`src/rtl/core/mcot_pkg.sv`:
```
// Shared constants and codes for the multi-channel one-shot trigger bank.
// Depends on nothing; every other file in rtl/core imports it.
package mcot_pkg;

    localparam int NUM_CHANNELS_DEF = 8;
    localparam int TICK_WIDTH_DEF   = 16;

    localparam int CHANNEL_W   = 3;
    localparam int DELAY_W     = 16;
    localparam int MAX_RESULTS = 8;
    localparam int RES_CNT_W   = $clog2(MAX_RESULTS + 1);

    localparam logic OP_SET  = 1'b0;
    localparam logic OP_TICK = 1'b1;

endpackage

```
`src/rtl/core/multi_channel_one_shot_trigger.sv`:
```
// Top level of the multi-channel one-shot trigger bank: sequencer, armed flags,
// shared decrement/zero-test unit and result register. Uses mcot_pkg, mcot_count_ram.
//
//   transaction   handshake        payload
//   command       start / busy     op, channel, delay_ticks, arm
//   result        strobe           fired_channel, last
//
// A set command completes while the sequencer stays idle and leaves busy low.
// A tick command runs a scan in which one shared decrementer walks the
// count memory one channel per cycle behind its registered read port, then the
// flush state emits the held result, if any. Results come out one per cycle at most.
// Reset clears the armed flags and the sequencer; counts are not cleared.
// The receiver cannot stall; each result stands on the ports for one cycle.
module multi_channel_one_shot_trigger #(
    parameter int NUM_CHANNELS = mcot_pkg::NUM_CHANNELS_DEF,
    parameter int TICK_WIDTH   = mcot_pkg::TICK_WIDTH_DEF
) (
    input  logic                           clk,
    input  logic                           rst_n,
    input  logic                           start,
    output logic                           busy,
    input  logic                           op,
    input  logic [mcot_pkg::CHANNEL_W-1:0] channel,
    input  logic [mcot_pkg::DELAY_W-1:0]   delay_ticks,
    input  logic                           arm,
    output logic                           strobe,
    output logic [mcot_pkg::CHANNEL_W-1:0] fired_channel,
    output logic                           last
);

    import mcot_pkg::*;

    localparam int IDX_W = (NUM_CHANNELS > 1) ? $clog2(NUM_CHANNELS) : 1;
    localparam int CNT_W = $clog2(NUM_CHANNELS + 1);

    typedef enum logic [2:0] {
        ST_IDLE  = 3'b001,
        ST_SCAN  = 3'b010,
        ST_FLUSH = 3'b100
    } state_t;

    state_t                 state_reg, state_next;
    logic [NUM_CHANNELS-1:0] armed_reg, armed_next;
    logic [CNT_W-1:0]       rd_cnt_reg, rd_cnt_next;
    logic                   p1_vld_reg, p1_vld_next;
    logic [IDX_W-1:0]       p1_idx_reg, p1_idx_next;
    logic [RES_CNT_W-1:0]   count_reg, count_next;
    logic                   pend_vld_reg, pend_vld_next;
    logic [IDX_W-1:0]       pend_idx_reg, pend_idx_next;
    logic                   strobe_reg, strobe_next;
    logic [CHANNEL_W-1:0]   fired_reg, fired_next;
    logic                   last_reg, last_next;

    logic                  accept;
    logic [31:0]           ch_ext;
    logic [31:0]           delay_ext;
    logic [31:0]           pend_ext;
    logic                  ch_ok;
    logic                  issue;
    logic [TICK_WIDTH-1:0] rd_data;
    logic [TICK_WIDTH-1:0] dec_val;
    logic                  fire;
    logic                  wr_en;
    logic [IDX_W-1:0]      wr_addr;
    logic [TICK_WIDTH-1:0] wr_data;

    assign accept    = start && (state_reg == ST_IDLE);
    assign ch_ext    = 32'(channel);
    assign delay_ext = 32'(delay_ticks);
    assign pend_ext  = 32'(pend_idx_reg);
    assign ch_ok     = ch_ext < 32'(NUM_CHANNELS);
    assign issue     = (state_reg == ST_SCAN) && (rd_cnt_reg < CNT_W'(NUM_CHANNELS));

    assign dec_val = (rd_data != '0) ? (rd_data - TICK_WIDTH'(1)) : rd_data;
    assign fire    = p1_vld_reg && armed_reg[p1_idx_reg] && (dec_val == '0)
                     && (count_reg < RES_CNT_W'(MAX_RESULTS));

    always_comb
    begin
        wr_en   = 1'b0;
        wr_addr = p1_idx_reg;
        wr_data = dec_val;
        if (accept && (op == OP_SET) && ch_ok)
        begin
            wr_en   = 1'b1;
            wr_addr = ch_ext[IDX_W-1:0];
            wr_data = delay_ext[TICK_WIDTH-1:0];
        end
        else if (p1_vld_reg)
        begin
            wr_en = 1'b1;
        end
    end

    mcot_count_ram #(
        .NUM_CHANNELS (NUM_CHANNELS),
        .TICK_WIDTH   (TICK_WIDTH),
        .IDX_W        (IDX_W)
    ) u_count_ram (
        .clk     (clk),
        .wr_en   (wr_en),
        .wr_addr (wr_addr),
        .wr_data (wr_data),
        .rd_addr (rd_cnt_reg[IDX_W-1:0]),
        .rd_data (rd_data)
    );

    always_comb
    begin
        state_next    = state_reg;
        armed_next    = armed_reg;
        rd_cnt_next   = rd_cnt_reg;
        p1_vld_next   = 1'b0;
        p1_idx_next   = rd_cnt_reg[IDX_W-1:0];
        count_next    = count_reg;
        pend_vld_next = pend_vld_reg;
        pend_idx_next = pend_idx_reg;
        strobe_next   = 1'b0;
        fired_next    = fired_reg;
        last_next     = last_reg;
        case (state_reg)
            ST_IDLE:
            begin
                if (accept)
                begin
                    if (op == OP_SET)
                    begin
                        if (ch_ok)
                        begin
                            armed_next[ch_ext[IDX_W-1:0]] = arm;
                        end
                    end
                    else
                    begin
                        rd_cnt_next   = '0;
                        count_next    = '0;
                        pend_vld_next = 1'b0;
                        state_next    = ST_SCAN;
                    end
                end
            end
            ST_SCAN:
            begin
                if (issue)
                begin
                    rd_cnt_next = rd_cnt_reg + CNT_W'(1);
                    p1_vld_next = 1'b1;
                end
                if (fire)
                begin
                    armed_next[p1_idx_reg] = 1'b0;
                    count_next             = count_reg + RES_CNT_W'(1);
                    pend_vld_next          = 1'b1;
                    pend_idx_next          = p1_idx_reg;
                    if (pend_vld_reg)
                    begin
                        strobe_next = 1'b1;
                        fired_next  = pend_ext[CHANNEL_W-1:0];
                        last_next   = 1'b0;
                    end
                end
                if (p1_vld_reg && (p1_idx_reg == IDX_W'(NUM_CHANNELS - 1)))
                begin
                    state_next = ST_FLUSH;
                end
            end
            ST_FLUSH:
            begin
                if (pend_vld_reg)
                begin
                    strobe_next = 1'b1;
                    fired_next  = pend_ext[CHANNEL_W-1:0];
                    last_next   = 1'b1;
                end
                pend_vld_next = 1'b0;
                state_next    = ST_IDLE;
            end
            default:
            begin
                state_next = ST_IDLE;
            end
        endcase
    end

    always_ff @(posedge clk or negedge rst_n)
    begin
        if (!rst_n)
        begin
            state_reg    <= ST_IDLE;
            armed_reg    <= '0;
            rd_cnt_reg   <= '0;
            p1_vld_reg   <= 1'b0;
            count_reg    <= '0;
            pend_vld_reg <= 1'b0;
            strobe_reg   <= 1'b0;
        end
        else
        begin
            state_reg    <= state_next;
            armed_reg    <= armed_next;
            rd_cnt_reg   <= rd_cnt_next;
            p1_vld_reg   <= p1_vld_next;
            count_reg    <= count_next;
            pend_vld_reg <= pend_vld_next;
            strobe_reg   <= strobe_next;
        end
    end

    always_ff @(posedge clk)
    begin
        p1_idx_reg   <= p1_idx_next;
        pend_idx_reg <= pend_idx_next;
        fired_reg    <= fired_next;
        last_reg     <= last_next;
    end

    assign busy          = (state_reg != ST_IDLE);
    assign strobe        = strobe_reg;
    assign fired_channel = fired_reg;
    assign last          = last_reg;

    a_tick_goes_busy: assert property (@(posedge clk) disable iff (!rst_n)
        (start && !busy && (op == OP_TICK)) |=> busy)
        else $error("tick transaction did not start a scan");

    a_set_stays_idle: assert property (@(posedge clk) disable iff (!rst_n)
        (start && !busy && (op == OP_SET)) |=> !busy)
        else $error("set transaction left the block busy");

    a_count_cap: assert property (@(posedge clk) disable iff (!rst_n)
        count_reg <= RES_CNT_W'(MAX_RESULTS))
        else $error("result count above capacity");

    a_idle_no_pending: assert property (@(posedge clk) disable iff (!rst_n)
        !busy |-> !pend_vld_reg)
        else $error("held result left behind after tick");

    a_last_ends_burst: assert property (@(posedge clk) disable iff (!rst_n)
        (strobe && last) |=> !strobe)
        else $error("result after last marker");

endmodule

```
`src/rtl/core/mcot_count_ram.sv`:
```
// Count memory of the trigger bank: one write port, one read port, registered read data.
// Depends on mcot_pkg for default sizes.
module mcot_count_ram #(
    parameter int NUM_CHANNELS = mcot_pkg::NUM_CHANNELS_DEF,
    parameter int TICK_WIDTH   = mcot_pkg::TICK_WIDTH_DEF,
    parameter int IDX_W        = (NUM_CHANNELS > 1) ? $clog2(NUM_CHANNELS) : 1
) (
    input  logic                  clk,
    input  logic                  wr_en,
    input  logic [IDX_W-1:0]      wr_addr,
    input  logic [TICK_WIDTH-1:0] wr_data,
    input  logic [IDX_W-1:0]      rd_addr,
    output logic [TICK_WIDTH-1:0] rd_data
);

    import mcot_pkg::*;

    logic [TICK_WIDTH-1:0] mem [NUM_CHANNELS];
    logic [TICK_WIDTH-1:0] rd_data_reg;

    always_ff @(posedge clk)
    begin
        if (wr_en)
        begin
            mem[wr_addr] <= wr_data;
        end
        rd_data_reg <= mem[rd_addr];
    end

    assign rd_data = rd_data_reg;

endmodule

```
`config.mk`:
```
export PLATFORM = sky130hd
export DESIGN_NAME = multi_channel_one_shot_trigger
export DESIGN_NICKNAME = d
export VERILOG_FILES = /design/src/rtl/core/mcot_pkg.sv /design/src/rtl/core/multi_channel_one_shot_trigger.sv /design/src/rtl/core/mcot_count_ram.sv
export SDC_FILE = /design/constraint.sdc
export NUM_CORES = 1
export LEC_CHECK = 0
export ABC_AREA = 1
export BUFFER_PORTS_ARGS = -buffer_cell sky130_fd_sc_hd__buf_2
export CORE_MARGIN = 4
export CORE_UTILIZATION = 60
export CTS_CLUSTER_SIZE = 12
export DETAILED_ROUTE_END_ITERATION = 16
export PLACE_DENSITY = 0.9
export REMOVE_ABC_BUFFERS = 1
export SYNTH_ARGS = -nofsm -noshare
export SYNTH_HDL_FRONTEND = slang
export SYNTH_HIERARCHICAL = 1
export SYNTH_SLANG_ARGS = --single-unit
```
`constraint.sdc`:
```
create_clock -name clk -period 3.6 [get_ports clk]
set_clock_uncertainty 0.1 [all_clocks]
set_input_delay 0.72 -clock clk [delete_from_list [all_inputs] [get_ports clk]]
set_output_delay 0.72 -clock clk [all_outputs]
set_load 0.02 [all_outputs]
```
Word level (Yosys, flattened, before mapping):

Memories as Yosys holds them, arrays and structs flattened. A register that Yosys moved wholly into a read port is not among the register bits.
Cells that the tools add are included.

* register bits after elaboration: 32
* memory bits (writable): 128
* input port bits: 24
* output and inout bits: 6
* logic and storage cells: 107
* memories kept: 1

* $add $sub $neg: 3
* order comparisons: 7
* equality and inequality tests: 14
* mux-type cells: 45
* bitwise operators: 3
* reductions and logical operators: 23

Memory list
* u_count_ram.mem: words 8, width 16, rd ports 1, clocked after Yosys merged registers in 1, write ports 1, RTL line mcot_count_ram.sv:18 `logic [TICK_WIDTH-1:0] mem [NUM_CHANNELS];`

Operator list (count)
* 16-bit two-way mux: 2
* 8-bit two-way mux: 4
* 3-bit two-way mux: 6
* 1-bit two-way mux: 17
* 16-bit zero test: 1
* 4-bit two-way mux: 4
* 2-bit inequality test (second input constant): 8
* 4-bit one-hot mux with 2 select lines: 2
* 8-bit one-hot mux with 2 select lines: 1
* 4-bit AND reduction: 4
* 16-bit nonzero test: 1
* 16-bit by 1-bit subtractor with 16-bit output (second input constant): 1
* 3-bit by 4-bit less-than comparator with 1-bit output (second input constant): 3
* 3-bit one-hot mux with 2 select lines: 2
* 1-bit logical AND: 10
* 4-bit by 1-bit adder with 4-bit output (second input constant): 2
* 8-bit AND: 1
* 8-bit bitwise mux: 1
* 4-bit less-than comparator (second input constant): 2
* 8-bit NOT: 1
* 1-bit demux with 3-bit select: 2
* 3-bit equality test (second input constant): 2
* 3-bit by 1-bit greater-or-equal comparator with 1-bit output (second input constant): 2
* 5-bit AND reduction: 1
* other kinds (12): 15

Depth between registers and ports, before layout:

Gate-level depths: netlist of the first run.

* word-level depth: 9
* depth in mapped cells: 17
* depth with buffers taken out: 16

By module:

The synthesis of the first run kept the hierarchy.

By module, submodules not included
* mcot_count_ram: instances 1, cells an instance 587, area each 5989.5 µm², sequential area each 4164.0 µm²
* multi_channel_one_shot_trigger: instances 1, cells an instance 391, area each 2526.2 µm², sequential area each 822.0 µm²

Worst setup path after synthesis of the first run:

OpenSTA, ideal clock, no wires.

* path kind: input port to flip-flop
* from: input start
* to: memory u_count_ram/mem[7][0] (netlist bit) (enable)
* library setup time: 388 ps
* arrival time: 2263 ps
* data required time: 3112 ps
* slack: 849 ps
* stages: 7
* buffers on the path: 1
* path through: inv_1 -> nor2_1 -> nand2_1 -> clkbuf_1 -> o21ai_0 -> nand2_1 -> nor2_1

* elaborated cells on any way between the ends: 7
* classes of those cells: mux (4); reduce/logical (3)

RTL lines
* from (decl): RTL line multi_channel_one_shot_trigger.sv:20 `input logic start,`
* 1-bit logical AND: RTL line multi_channel_one_shot_trigger.sv:67 `assign accept = start && (state_reg == ST_IDLE);`
* 1-bit logical AND (2 in a row): RTL line multi_channel_one_shot_trigger.sv:83 `if (accept && (op == OP_SET) && ch_ok)`
* 3-bit two-way mux: RTL line multi_channel_one_shot_trigger.sv:83
* via wr_addr[2]: RTL line multi_channel_one_shot_trigger.sv:64 `logic [IDX_W-1:0] wr_addr;`
* to (decl): RTL line mcot_count_ram.sv:18

The timed path passes the listed nets, and every way through them passes these cells.

Final worst setup path of the first run:

* from: register u_count_ram.rd_data_reg[0], in the netlist u_count_ram/rd_data[0] (read register of u_count_ram.mem)
* to: register fired_reg[0], in the netlist fired_channel[0] (enable)

* word-level cells in the longest chain between the ends: 7
* elaborated cells on any way between the ends: 8
* classes of those cells: add/sub (1); eq/ne (1); mux (1); reduce/logical (5)

Ends and longest elaborated chain
* from (decl): RTL line mcot_count_ram.sv:19 `logic [TICK_WIDTH-1:0] rd_data_reg;`
* 16-bit by 1-bit subtractor with 16-bit output / 16-bit nonzero test (equally long branches): RTL line multi_channel_one_shot_trigger.sv:74 `assign dec_val = (rd_data != '0) ? (rd_data - TICK_WIDTH'(1)) : rd_data;`
* 16-bit two-way mux *: RTL line multi_channel_one_shot_trigger.sv:74
* 16-bit zero test *: RTL line multi_channel_one_shot_trigger.sv:75 `assign fire = p1_vld_reg && armed_reg[p1_idx_reg] && (dec_val == '0)`
* 1-bit logical AND *: RTL line multi_channel_one_shot_trigger.sv:75
* 1-bit logical AND *: RTL line multi_channel_one_shot_trigger.sv:76 `&& (count_reg < RES_CNT_W'(MAX_RESULTS));`
* 2-bit inequality test (no line) *
* 2-bit AND reduction (no line) *
* to (signal assigned): RTL line multi_channel_one_shot_trigger.sv:213 `fired_reg <= fired_next;`
* to (decl): RTL line multi_channel_one_shot_trigger.sv:51 `logic [CHANNEL_W-1:0] fired_reg, fired_next;`

Mark *: on every way between the ends. The rest lies on a longest branch, timed or not.
A chain may end at the register's enable or synchronous reset.

==> key figures, run 1 <==
STA
  • Final worst path period need: roughly 2600 ps
  • Worst slew pin tran: about 940 ps
  • Max-slew violations: 0
  • Fmax: 0.385 GHz
  • Max-slew headroom: 37.4%
  • RSZ-0062 raised after global routing: false
  • Final Setup Violations: 0
  • Final hold violations: 0
  • Setup Total Neg Slack: 0 ps
  • Tcrit/Tclk final: between 70% and 80%

Synth
  • Primary FF master, synth: edfxtp_1
  • Post-synth top area cell: edfxtp_1
  • Post-synth EDFFs: around 140
  • Synth warn: 6
  • Register area share after synthesis: between 50% and 60%
  • Post-synth cell types: 38
  • Syn_area_per_cell: roughly 8.7 um^2
  • Syn Inst Count: roughly 980
  • FFs w/ async S/R, synth: between 10% and 20%
  • Yosys top cell area share: roughly 48%
  • Synth Register Bits: about 180
  • Top cells by area, synth: edfxtp_1 (48%), nand2_1 (15%), inv_1 (8.1%)
  • Mapped Area: about 0.0085 mm^2

Clock network
  • Post-CTS Setup Bufs: 0
  • # hold bufs at CTS: 0
  • Skew-Pair Late Insertion Delay: approximately 430 ps
  • Clk sink count: 176
  • CTS root buf: clkbuf_16
  • Clock buffer depth: 2
  • Post-CTS Resized: 0
  • Worst-path clk slew: roughly 70 ps
  • Cts bufs inserted: 17
  • H-tree Lvls: 4
  • CTS tree: yes

Routing
  • Avg WL per Cell: approximately 16 um
  • Drt drc: 0
  • Vias per std cell: about 5.5
  • DRT Pass-1 Iters: 6
  • Final ANT Viol Nets: 0
  • Initial drt markers: approximately 860
  • Detailed Route WL: 19.4 mm
  • Via count: 6,616

Global route
  • First-pass GRT wire length: between 30 and 40 mm
  • Largest net degree at the start of global routing: around 70
  • Met3 Usage GRT: ~4.8%
  • Grt ovf: 0
  • Met2 Usage GRT: about two fifths
  • GR Util met1: about a third
  • Overall Global Routing Usage: about a quarter
  • Number of global-route vias before repair: 6,194
  • Most used routing layer: met2
  • Initial antenna violation count: 0

Job
  • Max-cap violation count: 0

Worst setup path
  • CP Class: reg2reg
  • Startpoint Class: flip-flop
  • Worst path arrival time: approximately 2600 ps
  • CP required: 3630 ps
  • CP max FO: 19
  • Crit. End Element: flip-flop

Place
  • Buffers on Ports: 29
  • Dpl hpwl: 12.3 mm
  • Post-DP Area: a little under 0.009 mm^2
  • RD Place Congestion: ~0.89

Floorplan
  • # IOs: 30
  • Core ar.: around 0.014 mm^2
  • Die area: about 0.016 mm^2
  • Die width: ~130 um
  • Rows: 43
  • Initial core utilization: 61.3%
  • Chip Height: between 100 and 150 um

Final layout
  • Layout cells sized above 1: 10.3%
  • Most common cell after layout, fill and taps aside: nand2_1
  • Final Cell Area: between 0.009 and 0.01 mm^2
  • Nets: 1,039
  • Diodes inserted: 0
  • Area delta synth->final: 10.9%
  • Most frequent cells in the layout: nand2_1 (344), inv_1 (184), edfxtp_1 (135)
  • Number of flip-flops in the largest register: 128

Outcome
  • Status: finished clean

Power
  • Worst VDD drop: 438 uV
  • Pleak: 4.48 nW
  • Power Dens Cells: between 700 and 800 mW/mm^2

Hold path
  • Worst Hold Class: in2async
==> per-layer routing <==
| metal | vias up | part of all wire (%) | wire length (um) |
|---|---|---|---|
| li1 | 3143 | - | - |
| met1 | 3006 | 39 | 7640 |
| met2 | 403 | 46 | 9000 |
| met3 | 64 | 11 | 2110 |
| met4 | 0 | 3.3 | 636 |
| met5 | - | 0 | 0 |
==> cells by family (layout without fill, tap and decap cells) <==
group	count (synthesis)	after routing	synth area share, %
DFF	176	176	58.6
AOI/OAI and AO/OA	40	40	2.87
and+or+nand+nor	532	532	26.5
adders and majority gates	3	3	0.441
xor gates and xnor gates	6	6	0.617
buffers and inverters	220	267	10.9
muxes	1	1	0.132
==> power breakdown <==
| part | internal [mW] | total (mW) | switching [mW] |
|---|---|---|---|
| sequential | 2.81 | 3.06 | 0.243 |
| combinational | 0.612 | 2.28 | 1.67 |
| clock | 1.19 | 1.98 | 0.787 |
| total | 4.62 | 7.32 | 2.70 |
==> layout make-up <==
class / instances / area (um^2)
clock buffers: 18 / 439
multi-input cells: 582 / 2600
fillers: 990 / 4430
inverters: 187 / 702
flip-flops and latches: 176 / 4990
clock inverters: 14 / 201
repair buffers: 48 / 288
well taps: 180 / 225
==> worst max-delay path, stage by stage (launching register included) <==
cell and delay, ps:
dfxtp_1 310, inv_1 130, ha_1 250, nand2_4 110
nor2_4 170, nand2_4 160, nand2_1 160, inv_1 50
nor2_1 100, nand2_1 90, nor2_2 100, nand2_2 100
nor2_2 260, o21a_1 210
==> synth_stat cells (7+ instances only) <==
cell type,instances
buf_2,14
buf_6,9
dfrtp_1,21
dfxtp_1,19
edfxtp_1,135
inv_1,184
nand2_1,344
nand3_1,109
nand4_1,13
nor2_1,43
nor2_2,8
o21ai_0,17
o22ai_1,7
==> stage by stage <==
stage / power [mW] / hold slack (ps) / utilization (%) / cells / setup WS (ps)
CTS: 7.28 / 165 / 68.1 / 1205 / 1040
finish: 7.32 / 160 / 68.1 / 1205 / 1000
global placement: 5.20 / 304 / 63.4 / 1173 / 990
detailed placement: 5.29 / 308 / 63.4 / 1173 / 947
floorplan: 4.53 / 300 / - / 945 / 745
global route: 7.71 / 180 / 68.1 / 1205 / 760
==> path summary, 6_finish.rpt <==
kind                       cells past startpoint                to              startpoint  slack, ps
max in group asynchronous                      1     rd_cnt_reg[0]                   rst_n       2860
min in group clk                               0  fired_channel[2]         pend_idx_reg[2]        320
hold reg to reg                                0  fired_channel[2]         pend_idx_reg[2]        320
setup reg to reg                              13  fired_channel[0]  u_count_ram/rd_data[0]       1000
hold / removal                                 1      count_reg[1]                   rst_n        160
setup / recovery                              13  fired_channel[0]  u_count_ram/rd_data[0]       1000
No activity file was read; power rests on OpenSTA's default activity.
==> run 2: changes to the inputs <==
==> constraint.sdc (replaced) <==
create_clock -name clk -period 2.5 [get_ports clk]
set_clock_uncertainty 0.1 [all_clocks]
set_input_delay 0.5 -clock clk [delete_from_list [all_inputs] [get_ports clk]]
set_output_delay 0.5 -clock clk [all_outputs]
set_load 0.02 [all_outputs]
==> run 2 against run 1 <==
Effect of this change:
- combinational power grew 50%
- first-iteration DRC count grew 8.1%
- power grew 41%
- largest cell class unchanged
- non-clock buffer count grew 11
- largest power group unchanged
- wire length grew 2.7%
- sequential share of layout area shrank 0.74 points
- die area is the same
- cell count grew 0.91%
- via count shrank 1.1%
- sequential power grew 42%
==> key figures, run 2 (synthesis gave the netlist of run 1 again) <==
Place
  • Setup WS pre-CTS: 129 ps (was 947 ps)
  • Buffers on Ports: 29 (unchanged)
  • Dpl hpwl: 12.5 mm (was 12.3 mm)
  • Placed Cells: 1,183 (was 1,173)
  • RD Place Congestion: 0.899 (was 0.890)
  • Post-DP Area: 0.00896 mm^2 (was 0.00881 mm^2)

Clock network
  • Cts bufs inserted: 17 (unchanged)
  • Worst-path clk slew: 70 ps (about the same)
  • H-tree Lvls: 4 (unchanged)
  • Clk sink count: 176 (unchanged)
  • CTS root buf: clkbuf_16 (unchanged)
  • Post-CTS Setup Bufs: 0 (unchanged)
  • Clock buffer depth: 2 (unchanged)
  • CTS tree: yes (unchanged)
  • Skew-Pair Late Insertion Delay: 440 ps (was 430 ps)

Worst setup path
  • CP Class: reg2reg (unchanged)
  • CP max FO: 19 (unchanged)
  • Worst path arrival time: 2400 ps (was 2630 ps)
  • Crit. End Element: flip-flop (unchanged)
  • CP required: 2540 ps (was 3630 ps)
  • Startpoint Class: flip-flop (unchanged)

Final layout
  • Most frequent cells in the layout: nand2_1 (343), inv_1 (184), edfxtp_1 (135) (was nand2_1 (344), inv_1 (184), edfxtp_1 (135))
  • Fin util: 69.0% (was 68.1%)
  • Most common cell after layout, fill and taps aside: nand2_1 (unchanged)
  • Footprint of the multi-input gates: 0.00265 mm^2 (was 0.00260 mm^2)
  • Nets: 1,050 (was 1,039)
  • Layout cells sized above 1: 11.2% (was 10.3%)
  • Area delta synth->final: 12.5% (was 10.9%)
  • Final Cell Area: 0.00958 mm^2 (was 0.00945 mm^2)
  • Finished Layout Cells: 1,216 (was 1,205)
  • Number of flip-flops in the largest register: 128 (unchanged)
  • Fill cells: 985 (was 990)
  • Diodes inserted: 0 (unchanged)
  • Sequential Area: 0.00499 mm^2 (unchanged)

Floorplan
  • Chip Height: 127 um (unchanged)
  • Die width: 127 um (unchanged)
  • # IOs: 30 (unchanged)
  • Die area: 0.0162 mm^2 (unchanged)
  • Core ar.: 0.0139 mm^2 (unchanged)
  • Initial core utilization: 61.3% (unchanged)
  • Rows: 43 (unchanged)

Power
  • Power Dens Cells: 1080 mW/mm^2 (was 775 mW/mm^2)
  • Total power: 10.3 mW (was 7.32 mW)
  • Pleak: 4.52 nW (was 4.48 nW)
  • Worst VDD drop: 576 uV (was 438 uV)

STA
  • Smallest setup slack after layout: 143 ps (was 1000 ps)
  • Hold Slack: 323 ps (was 160 ps)
  • Worst slew pin tran: 840 ps (was 939 ps)
  • Final Setup Violations: 0 (unchanged)
  • Max-slew headroom: 43.8% (was 37.4%)
  • RSZ-0062 raised after global routing: false (unchanged)
  • Tcrit/Tclk final: 94.3% (was 72.1%)
  • Final worst path period need: 2360 ps (was 2600 ps)
  • Final hold violations: 0 (unchanged)
  • Max-slew violations: 0 (unchanged)
  • Fmax: 0.424 GHz (was 0.385 GHz)
  • Setup Total Neg Slack: 0 ps (unchanged)

Routing
  • Detailed Route WL: 19.9 mm (was 19.4 mm)
  • Avg WL per Cell: 16.4 um (was 16.1 um)
  • Vias per std cell: 5.38 (was 5.49)
  • Final ANT Viol Nets: 0 (unchanged)
  • Drt drc: 0 (unchanged)
  • Via count: 6,541 (was 6,616)
  • DRT Pass-1 Iters: 6 (unchanged)
  • Initial drt markers: 926 (was 857)

Outcome
  • Status: finished clean (unchanged)

Global route
  • Initial antenna violation count: 0 (unchanged)
  • First-pass GRT wire length: 31.8 mm (was 31.0 mm)
  • Number of global-route vias before repair: 6,346 (was 6,194)
  • GR Util met1: 32.9% (was 33.8%)
  • Met3 Usage GRT: 4.97% (was 4.77%)
  • Grt ovf: 0 (unchanged)
  • Met2 Usage GRT: 42.7% (was 38.7%)
  • Most used routing layer: met2 (unchanged)
  • Overall Global Routing Usage: 25.4% (was 24.6%)
  • Largest net degree at the start of global routing: 43 (was 69)

Hold path
  • Worst Hold Class: reg2reg (was in2async)

Job
  • Max-cap violation count: 0 (unchanged)
## run 2: worst paths after layout
kind,start,cells after the start,to,slack [ps]
worst max-delay path,u_count_ram/rd_data[6],12,fired_channel[1],140
worst min-delay path,pend_idx_reg[0],0,fired_channel[0],320
worst max register to register,u_count_ram/rd_data[6],12,fired_channel[1],140
worst min register to register,pend_idx_reg[0],0,fired_channel[0],320
max in group asynchronous,rst_n,2,rd_cnt_reg[0],1460
min in group asynchronous,rst_n,2,count_reg[0],470
## run 2: repair_timing
item / 4_1_cts / 5_1_grt
hold endpoints to repair: 21 / 0
hold buffers: 1 / 0
endpoints found under the setup margin: 0 / 16
resized for setup: 0 / 9
## run 2: per-layer routing
layer  up-vias  part of all wire (%)  routed length, um
met5         -                     0                  0
met4         0                   2.6                526
met3        44                   8.4               1680
met2       324                    49               9730
met1      2996                    40               7980
li1       3177                     -                  -
## run 2: worst max-delay path, stage by stage, from the launching register on
cell and delay [ps]:
dfxtp_1 360, nor2_2 180, nand2_1 150, nor2_4 220, nand2_8 130, nand2_2 100
nand3_1 80, nor2_1 110, nand2_1 80, nor2_2 120, nand2_4 100, nor2_4 110
o21a_1 200
## run 2: power by group
| group | internal [mW] | switching [mW] | total, mW |
|---|---|---|---|
| Combinational | 0.974 | 2.44 | 3.41 |
| Sequential | 4.05 | 0.312 | 4.36 |
| Clock | 1.49 | 1.07 | 2.57 |
## run 2: cell type report
type / count / area share [%]
inverters: 187 / 7.33
clock buffers: 25 / 5.18
flip-flops and latches: 176 / 52.1
multi-input cells: 582 / 27.6
repair buffers: 59 / 4.67
clock inverters: 7 / 0.797
well taps: 180 / 2.35
==> run 3: changes to the inputs <==
--- a/config.mk
+++ b/config.mk
@@ -8,10 +8,11 @@
 export ABC_AREA = 1
 export BUFFER_PORTS_ARGS = -buffer_cell sky130_fd_sc_hd__buf_2
 export CORE_MARGIN = 4
-export CORE_UTILIZATION = 60
+export CORE_UTILIZATION = 40
 export CTS_CLUSTER_SIZE = 12
 export DETAILED_ROUTE_END_ITERATION = 16
-export PLACE_DENSITY = 0.9
+export MAX_ROUTING_LAYER = met4
+export PLACE_DENSITY = 0.7
 export REMOVE_ABC_BUFFERS = 1
 export SYNTH_ARGS = -nofsm -noshare
 export SYNTH_HDL_FRONTEND = slang
==> constraint.sdc (replaced) <==
create_clock -name clk -period 1.95 [get_ports clk]
set_clock_uncertainty 0.1 [all_clocks]
set_input_delay 0.39 -clock clk [delete_from_list [all_inputs] [get_ports clk]]
set_output_delay 0.39 -clock clk [all_outputs]
set_load 0.02 [all_outputs]
==> run 3 against run 2 <==
Effect of this change:
- the run now ends with setup timing left
- worst hold slack got worse by 89 ps
- combinational power rose by 82%
- sequential share of layout area is 6.8 points lower
- non-clock buffer count rose by 90
==> key figures, run 3 (synthesis gave the netlist of run 1 again) <==
Outcome
  • Status: finished, violations left (was finished clean)
  • Failing checks: setup timing

Hold path
  • Hold Crit Start: delay_ticks[8] (was pend_idx_reg[0])
  • Hold Path Depth: 3 (was 0)
  • Worst Hold Class: in2reg (was reg2reg)

Power
  • Worst VDD drop: 723 uV (was 576 uV)
  • Clock share of power: 22.5% (was 24.8%)
  • Power Dens Cells: 1380 mW/mm^2 (was 1080 mW/mm^2)
  • Total power: 15.2 mW (was 10.3 mW)
  • Switching Share: 38.6% (was 37.0%)
  • Combinational Power Share: 40.7% (was 33.0%)
  • Int Pwr: 9.34 mW (was 6.51 mW)
  • Pleak: 5.12 nW (was 4.52 nW)
  • Seq pwr share: 36.8% (was 42.2%)
  • Net switching power: 5.88 mW (was 3.82 mW)

Place
  • RD Place Congestion: 0.912 (was 0.899)
  • Post-DP Area: 0.00971 mm^2 (was 0.00896 mm^2)
  • Dpl hpwl: 13.2 mm (was 12.5 mm)
  • Buffers on Ports: 29 (unchanged)

STA
  • Tcrit/Tclk final: 113% (was 94.3%)
  • Hold Slack: 234 ps (was 323 ps)
  • Fmax: 0.453 GHz (was 0.424 GHz)
  • Final worst path period need: 2210 ps (was 2360 ps)
  • Smallest setup slack after layout: -256 ps (was 143 ps)
  • Final Setup Violations: 150 (was 0)
  • Worst slew pin tran: 577 ps (was 840 ps)
  • Final hold violations: 0 (unchanged)
  • Max-slew violations: 0 (unchanged)
  • Setup Total Neg Slack: -24,370 ps (was 0 ps)
  • RSZ-0062 raised after global routing: true (was false)
  • Max-slew headroom: 61.2% (was 43.8%)

Final layout
  • Sequential Area: 0.00500 mm^2 (was 0.00499 mm^2)
  • Fin util: 52.7% (was 69.0%)
  • Diodes inserted: 0 (unchanged)
  • Number of flip-flops in the largest register: 128 (unchanged)
  • Area delta synth->final: 29.7% (was 12.5%)
  • Final Cell Area: 0.0110 mm^2 (was 0.00958 mm^2)
  • Most common cell after layout, fill and taps aside: nand2_1 (unchanged)
  • Layout cells sized above 1: 26.0% (was 11.2%)
  • Most frequent cells in the layout: nand2_1 (314), inv_1 (177), edfxtp_1 (135) (was nand2_1 (343), inv_1 (184), edfxtp_1 (135))
  • Footprint of the multi-input gates: 0.00305 mm^2 (was 0.00265 mm^2)
  • Fill cells: 1,799 (was 985)
  • Nets: 1,140 (was 1,050)

Floorplan
  • Die width: 154 um (was 127 um)
  • Initial core utilization: 40.6% (was 61.3%)
  • # IOs: 30 (unchanged)
  • Core ar.: 0.0210 mm^2 (was 0.0139 mm^2)
  • Die area: 0.0237 mm^2 (was 0.0162 mm^2)
  • Rows: 53 (was 43)
  • Chip Height: 154 um (was 127 um)

Clock network
  • Cts bufs inserted: 17 (unchanged)
  • Clock buffer depth: 2 (unchanged)
  • Clk sink count: 176 (unchanged)
  • CTS root buf: clkbuf_16 (unchanged)
  • CTS tree: yes (unchanged)
  • Worst-path clk slew: 70 ps (about the same)
  • Skew-Pair Late Insertion Delay: 440 ps (about the same)
  • H-tree Lvls: 4 (unchanged)

Routing
  • Detailed Route WL: 21.7 mm (was 19.9 mm)
  • Final ANT Viol Nets: 0 (unchanged)
  • Vias per std cell: 4.87 (was 5.38)
  • DRT Pass-1 Iters: 6 (unchanged)
  • Avg WL per Cell: 15.5 um (was 16.4 um)
  • Initial drt markers: 572 (was 926)
  • Via count: 6,822 (was 6,541)
  • Drt drc: 0 (unchanged)

Worst setup path
  • Buffers and inverters on the worst path: 4 (was 0)
  • R2r worst-path depth: 9 (was 12)
  • CP required: 2000 ps (was 2540 ps)
  • Crit. End Element: flip-flop (unchanged)
  • Startpoint Class: flip-flop (unchanged)
  • Cells along the critical path: inv_2, nor3_4, nand2_2, buf_4, buf_6, o21ai_4, nand2_4, nor2_4, buf_8 (was nor2_2, nand2_1, nor2_4, nand2_8, nand2_2, nand3_1, nor2_1, nand2_1, nor2_2, nand2_4, nor2_4, o21a_1)
  • Critical Path Source: state_reg[0] (was u_count_ram/rd_data[6])
  • CP Class: reg2reg (unchanged)
  • Critical path depth in cells: 9 (was 12)
  • Top Family by Delay on Critical Path: simple AND/OR/NAND/NOR gates (unchanged)
  • CP max FO: 6 (was 19)
  • Crit path max-delay cell type: dfstp_2 (was dfxtp_1)
  • CP peak stage delay: 540 ps (was 360 ps)
  • Worst path arrival time: 2250 ps (was 2400 ps)
  • R2R Path Start: state_reg[0] (was u_count_ram/rd_data[6])

Global route
  • Largest net degree at the start of global routing: 69 (was 43)
  • Overall Global Routing Usage: 19.0% (was 25.4%)
  • Number of global-route vias before repair: 6,640 (was 6,346)
  • First-pass GRT wire length: 34.3 mm (was 31.8 mm)
  • Grt ovf: 0 (unchanged)
  • Initial antenna violation count: 0 (unchanged)

Job
  • Max-cap violation count: 0 (unchanged)
run 3: path summary, 6_finish.rpt:
check | to | slack (ps)
max | u_count_ram/mem[5][13] | -260
min in group asynchronous | strobe | 360
min reg2reg | fired_channel[1] | 320
max in group asynchronous | rd_cnt_reg[0] | 1010
max reg2reg | u_count_ram/mem[5][13] | -260
min | u_count_ram/mem[4][8] | 230
run 3: layout make-up:
class,count,share of cell area [%]
clock inverters,15,1.72
multi-input cells,582,27.6
well taps,275,3.12
inverters,187,6.49
repair buffers,149,12.0
flip-flops and latches,176,45.3
clock buffers,17,3.85
run 3: power groups by stage:
stage	combinational [mW]	clock [mW]	sequential [mW]
4_1_cts	5.88	3.46	5.58
3_5_place_dp	5.26	0	5.58
5_1_grt	6.82	3.65	5.66
3_3_place_gp	5.21	0	5.57
2_1_floorplan	2.71	0	5.66
6_report	6.20	3.42	5.60
run 3: worst min-delay path, cell delays in order:
cell	delay [ps]
buf_2	70
nand2_1	80
nand2_4	110
run 3: layer usage:
metal | wire [um] | GRT usage [%]
met4 | 529 | 8.03
met2 | 10900 | 30.5
met5 | 0 | -
met1 | 9140 | 24.1
met3 | 1090 | 2.81
run 3: what timing repair did:
| action | CTS | global route |
|---|---|---|
| pin swaps | 26 | 15 |
| setup endpoints to repair | 254 | 279 |
| resized for setup | 120 | 48 |
| hold endpoints to repair | 21 | 0 |
| gates cloned | 4 | 1 |
| buffers inserted | 11 | 5 |
| hold buffers | 1 | 0 |
run 3: per-stage QoR:
stage,instances,setup slack (ps)
2_1_floorplan,945,-832
3_3_place_gp,1353,-256
3_5_place_dp,1353,-275
4_1_cts,1400,-254
5_1_grt,1401,-341
6_report,1401,-256
